$ cat src/rtl/ttc_pkg.sv
// Shared types, widths and a helper function of the truth table input check.
package ttc_pkg;

    localparam int ROW_IDX_W = 12;   // width of a row number on the input word
    localparam int ROW_W     = 13;   // walk counters, wide enough to hold the table size
    localparam int BASE_W    = 4;
    localparam int PC_W      = 3;
    localparam int POS_W     = 2;
    localparam int DIGIT_W   = 3;
    localparam int NUM_BASES = 4;
    localparam int CFG_IDX_W = 3;
    localparam int CFG_DATA_W = 4;

    localparam logic [CFG_IDX_W-1:0] CFG_PARENT_COUNT = 3'd0;
    localparam logic [CFG_IDX_W-1:0] CFG_BASE_FIRST   = 3'd1;
    localparam logic [CFG_IDX_W-1:0] CFG_BASE_SECOND  = 3'd2;
    localparam logic [CFG_IDX_W-1:0] CFG_BASE_THIRD   = 3'd3;
    localparam logic [CFG_IDX_W-1:0] CFG_BASE_FOURTH  = 3'd4;

    localparam logic [BASE_W-1:0] BASE_MIN = 4'd2;
    localparam logic [BASE_W-1:0] BASE_MAX = 4'd8;

    typedef logic [NUM_BASES-1:0][BASE_W-1:0] base_vec_t;

    typedef struct packed {
        logic             start;
        logic [POS_W-1:0] pos;
    } query_cmd_t;

    typedef struct packed {
        logic valid;
        logic fict;
        logic bad;
    } query_res_t;

    function automatic logic [BASE_W-1:0] clamp_base(input logic [BASE_W-1:0] b);
        logic [BASE_W-1:0] r;
        if (b < BASE_MIN) begin
            r = BASE_MIN;
        end else if (b > BASE_MAX) begin
            r = BASE_MAX;
        end else begin
            r = b;
        end
        return r;
    endfunction

endpackage

$ cat src/rtl/ttc_walker.sv
// Query sequencer: stride and size by a shared multiplier, then a pairwise table walk.
module ttc_walker
    import ttc_pkg::*;
#(
    parameter int VALUE_BITS = 8
) (
    input  logic                  aclk,
    input  logic                  aresetn,
    input  query_cmd_t            cmd,
    input  logic [PC_W-1:0]       active_n,
    input  base_vec_t             bases,
    output logic                  idle,
    output logic [ROW_W-1:0]      rd_addr_a,
    output logic [ROW_W-1:0]      rd_addr_b,
    input  logic                  rd_known_a,
    input  logic                  rd_known_b,
    input  logic [VALUE_BITS-1:0] rd_value_a,
    input  logic [VALUE_BITS-1:0] rd_value_b,
    output query_res_t            res,
    input  logic                  res_ack
);

    typedef enum logic [2:0] {
        ST_IDLE,
        ST_MUL,
        ST_WALK,
        ST_DRAIN,
        ST_DONE
    } state_t;

    state_t               state_reg;
    logic [ROW_W-1:0]     acc_reg;
    logic [ROW_W-1:0]     stride_reg;
    logic [ROW_W-1:0]     size_reg;
    logic [POS_W-1:0]     pos_reg;
    logic [POS_W-1:0]     p_reg;
    logic [DIGIT_W-1:0]   last_digit_reg;
    logic [ROW_W-1:0]     r_reg;
    logic [ROW_W-1:0]     j_reg;
    logic [DIGIT_W-1:0]   d_reg;
    logic                 pend_reg;
    logic                 fict_reg;
    logic                 bad_reg;

    logic [BASE_W-1:0]        cur_base;
    logic [ROW_W+BASE_W-1:0]  product;
    logic                     issue;
    logic                     differ;

    // The one multiplier, shared by every step of the stride and size pass.
    assign cur_base = clamp_base(bases[p_reg]);
    assign product  = acc_reg * cur_base;

    assign issue  = (state_reg == ST_WALK) && (d_reg != last_digit_reg);
    assign differ = pend_reg && rd_known_a && rd_known_b && (rd_value_a != rd_value_b);

    assign rd_addr_a = r_reg;
    assign rd_addr_b = r_reg + stride_reg;

    always_ff @(posedge aclk) begin
        if (!aresetn) begin
            state_reg <= ST_IDLE;
            pend_reg  <= 1'b0;
            fict_reg  <= 1'b0;
            bad_reg   <= 1'b0;
        end else begin
            pend_reg <= issue;
            if (differ) begin
                fict_reg <= 1'b0;
            end
            case (state_reg)
                ST_IDLE: begin
                    if (cmd.start) begin
                        pos_reg <= cmd.pos;
                        if (PC_W'(cmd.pos) >= active_n) begin
                            fict_reg  <= 1'b0;
                            bad_reg   <= 1'b1;
                            state_reg <= ST_DONE;
                        end else begin
                            bad_reg   <= 1'b0;
                            acc_reg   <= ROW_W'(1);
                            p_reg     <= POS_W'(active_n - 1'b1);
                            state_reg <= ST_MUL;
                        end
                    end
                end
                ST_MUL: begin
                    // Walk from the least significant parent up; the stride is the
                    // running product just before the queried parent joins in.
                    if (p_reg == pos_reg) begin
                        stride_reg     <= acc_reg;
                        last_digit_reg <= DIGIT_W'(cur_base - 1'b1);
                    end
                    acc_reg <= ROW_W'(product);
                    if (p_reg == '0) begin
                        size_reg  <= ROW_W'(product);
                        r_reg     <= '0;
                        j_reg     <= '0;
                        d_reg     <= '0;
                        fict_reg  <= 1'b1;
                        state_reg <= ST_WALK;
                    end else begin
                        p_reg <= p_reg - 1'b1;
                    end
                end
                ST_WALK: begin
                    r_reg <= r_reg + 1'b1;
                    if (j_reg == stride_reg - 1'b1) begin
                        j_reg <= '0;
                        d_reg <= (d_reg == last_digit_reg) ? '0 : d_reg + 1'b1;
                    end else begin
                        j_reg <= j_reg + 1'b1;
                    end
                    if (r_reg == size_reg - 1'b1) begin
                        state_reg <= ST_DRAIN;
                    end
                end
                ST_DRAIN: begin
                    // The last pair is compared in this cycle.
                    state_reg <= ST_DONE;
                end
                ST_DONE: begin
                    if (res_ack) begin
                        state_reg <= ST_IDLE;
                    end
                end
                default: begin
                    state_reg <= ST_IDLE;
                end
            endcase
        end
    end

    assign idle      = (state_reg == ST_IDLE);
    assign res.valid = (state_reg == ST_DONE);
    assign res.fict  = fict_reg;
    assign res.bad   = bad_reg;

endmodule
$ cat config.mk
export PLATFORM = sky130hd
export DESIGN_NAME = ttc_walker
export DESIGN_NICKNAME = d
export VERILOG_FILES = /design/src/rtl/ttc_pkg.sv /design/src/rtl/ttc_walker.sv
export SDC_FILE = /design/constraint.sdc
export NUM_CORES = 1
export LEC_CHECK = 0
export BUFFER_PORTS_ARGS = -buffer_cell sky130_fd_sc_hd__clkbuf_2
export CAP_MARGIN = 20
export CORE_MARGIN = 1.5
export CORE_UTILIZATION = 51
export DETAILED_ROUTE_END_ITERATION = 6
export PLACE_DENSITY = 0.72
export SLEW_MARGIN = 20
export SYNTH_ARGS = -nofsm -noshare
export SYNTH_HDL_FRONTEND = slang
export SYNTH_SLANG_ARGS = --single-unit
$ cat constraint.sdc
create_clock -name aclk -period 6.8 [get_ports aclk]
set_input_delay 0.34 -clock aclk [delete_from_list [all_inputs] [get_ports aclk]]
set_output_delay 0.34 -clock aclk [all_outputs]
set_load 0.02 [all_outputs]
==> results.sh <==
export IMPL_drt_iter0_drc=403
export IMPL_dr_pass1_iters=5
export IMPL_htree_levels=3
export IMPL_cts_hold_buf=0
export IMPL_synth_main_ff_cell="edfxtp_1"
export IMPL_ys_seq_area_share_pct=38.2
export IMPL_grt_pass1_wl_um=22800
export IMPL_crit_buf_inv=1
export IMPL_die_h_um=113
export IMPL_top_layer_used="met4"
export IMPL_clk_latency_ns=0.35
export IMPL_setup_violations=0
export IMPL_yosys_warnings=0
export IMPL_ios=73
export IMPL_cpPeakStageDelay_ns=0.70
export IMPL_syn_num_nets=703
export IMPL_core_mm2=0.0120
export IMPL_syn_cell_area_mm2=0.00621
export IMPL_cp_top_family="adder cells"
export IMPL_overflow=0
export IMPL_grt_setup_unrepaired="false"
export IMPL_clkSinkCount=81
export IMPL_place_congestion=0.939
export IMPL_grt_usage_pct=22.8
export IMPL_start_util_pct=51.9
export IMPL_leakage_nw=2.87
export IMPL_routedWlPerCell_um=16.5
export IMPL_postRouteAntennaNets=0
export IMPL_dieArea_mm2=0.0128
export IMPL_finalSetupTns_ns=0
export IMPL_post_cts_resized=0
export IMPL_hold_violations=0
export IMPL_finalNonFillerCells=826
export IMPL_nFillCells=1002
export IMPL_cellPowerDensity_mw_per_mm2=219
export IMPL_worstSetupEndpointType="register"
export IMPL_cts_tree="yes"
export IMPL_cts_root_buf="clkbuf_16"
export IMPL_area_growth_pct=13.0
export IMPL_placed_cells=810
export IMPL_antenna_cells=0
export IMPL_synth_cell_type_count=67
export IMPL_critPathMaxFanout=13
export IMPL_critPathSlowestCell="mux4_2"
export IMPL_grt_antenna_before_repair=0
export IMPL_cts_setup_buffers=0
export IMPL_first_global_vias=4657
export IMPL_ctsLongestPathBuffers=2
export IMPL_async_flop_share_pct=0
export IMPL_rows=40
export IMPL_drive_above_1_share_pct=15.9
export IMPL_die_w_um=113
export IMPL_required_ns=6.88
export IMPL_fin_crit_ns=5.45
export IMPL_cp_start_kind="register"
export IMPL_clk_pin_slew_ns=0.07
export IMPL_drv_slew=0
export IMPL_hp_class="primary input to register"
export IMPL_worst_setup_path_type="register to register"
export IMPL_grt_max_degree=19
export IMPL_slew_headroom_pct=40.3
export IMPL_drc=0
export IMPL_finalClockSkew_ns=0.00563
export IMPL_met3_wirelength_um=602
export IMPL_num_nets_final=770
export IMPL_numCtsBuffers=9
export IMPL_peakVddDrop_mv=0.127
export IMPL_reg2reg_slack_ns=1.35
export IMPL_netlist_instances=607
export IMPL_post_route_period_util_pct=80.1
export IMPL_critical_path_cell_chain="mux4_2, nor2b_1, nand2_1, fa_1, inv_1, fa_1, ha_1, a21o_1, a21oi_1, o21bai_1, a2111oi_0, o41ai_1, xor2_1, nor2b_1"
export IMPL_syn_area_per_cell_um2=10.2
export IMPL_arrival_ns=5.53
export IMPL_dp_hpwl_um=10700
export IMPL_viasPerCell=5.68
export IMPL_synth_edf_count=75
export IMPL_wl_um=13600
export IMPL_wl_met1_um=6370
export IMPL_wl_met2_um=6420
export IMPL_io_buffers=72
export IMPL_yosys_register_bits=81
export IMPL_num_vias=4691
export IMPL_cap_viol_max_count=0
export IMPL_max_freq_mhz=184
export IMPL_status="finished clean"
export IMPL_tightest_slew_ns=0.894
==> cell usage after synthesis (6+ instances only) <==
master    instances  area, um2
nand3_1          14       70.1
dfxtp_1           6        120
inv_1            37        139
and3_1           19        119
o21ai_0           8       40.0
edfxtp_1         75       2250
nand4_1           9       56.3
xor2_1           43        377
ha_1             33        413
nor2_1           57        214
a21o_1            7       52.6
nand2_1          32        120
xnor2_1          45        394
nand2b_1          6       37.5
clkbuf_1         15       56.3
nor3_1           14       70.1
fa_1             20        400
a21oi_1          16       80.1
nor2b_1          12       75.1
and2_1           37        231
o21a_1            6       45.0
==> power by group <==
group          switching (mW)  internal (mW)
Clock                   0.207          0.326
Combinational           0.218          0.167
Sequential             0.0322          0.587
Total                   0.458           1.08
==> layer usage <==
metal	up-vias	GRT usage, %
li1	2292	-
met1	2250	30.9
met2	127	37.6
met3	22	3.00
met4	0	8.17
met5	-	0
==> metrics by stage <==
step / util (%) / total power [mW] / hold WS [ns] / cell area (um2) / setup WS (ns)
after global routing: 58.7 / 1.62 / 0.185 / 7020 / 0.917
final: 58.7 / 1.54 / 0.189 / 7020 / 1.35
after detailed placement: 55.9 / 1.01 / 0.457 / 6690 / 1.38
after global placement: 55.9 / 1.00 / 0.449 / 6690 / 1.63
after CTS: 58.7 / 1.54 / 0.181 / 7020 / 1.36
after floorplan: - / 0.910 / 0.439 / 6210 / 2.09
==> cell families after synthesis <==
group                      Yosys count  share of synthesized area, %
and+or+nand+nor                    233                          20.2
xor gates and xnor gates            90                          13.0
AOI/OAI and AO/OA                   82                          9.09
DFF                                 81                          38.2
buffers and inverters               57                          3.75
adders and majority gates           53                          13.1
muxes                               11                          2.62
==> final cells by class <==
class / count / area [um2] / share of cell area (%)
multi-input combinational: 469 / 3610 / 51.4
sequential: 81 / 2370 / 33.8
timing repair buffer: 75 / 383 / 5.46
clock buffer: 9 / 225 / 3.21
tap: 147 / 184 / 2.62
inverter: 38 / 143 / 2.03
clock inverter: 7 / 101 / 1.44
==> worst paths after layout <==
kind | from | to | depth (start not counted)
worst max-delay path | p_reg[0] | acc_reg[11] | 14
worst min-delay path | cmd[0] | pos_reg[0] | 1
worst max register to register | p_reg[0] | acc_reg[11] | 14
worst min register to register | bad_reg | bad_reg | 2
==> cell usage in the layout, fill, tap and decap left out, drive strengths merged, types with 17 or more instances in the layout <==
cell and instances:
clkbuf 81, edfxtp 75, nor2 58, xnor2 46, xor2 43, inv 40
and2 37, ha 33, nand2 33, fa 20, and3 19, a21oi 17
Power figures use the tool's default switching activity.
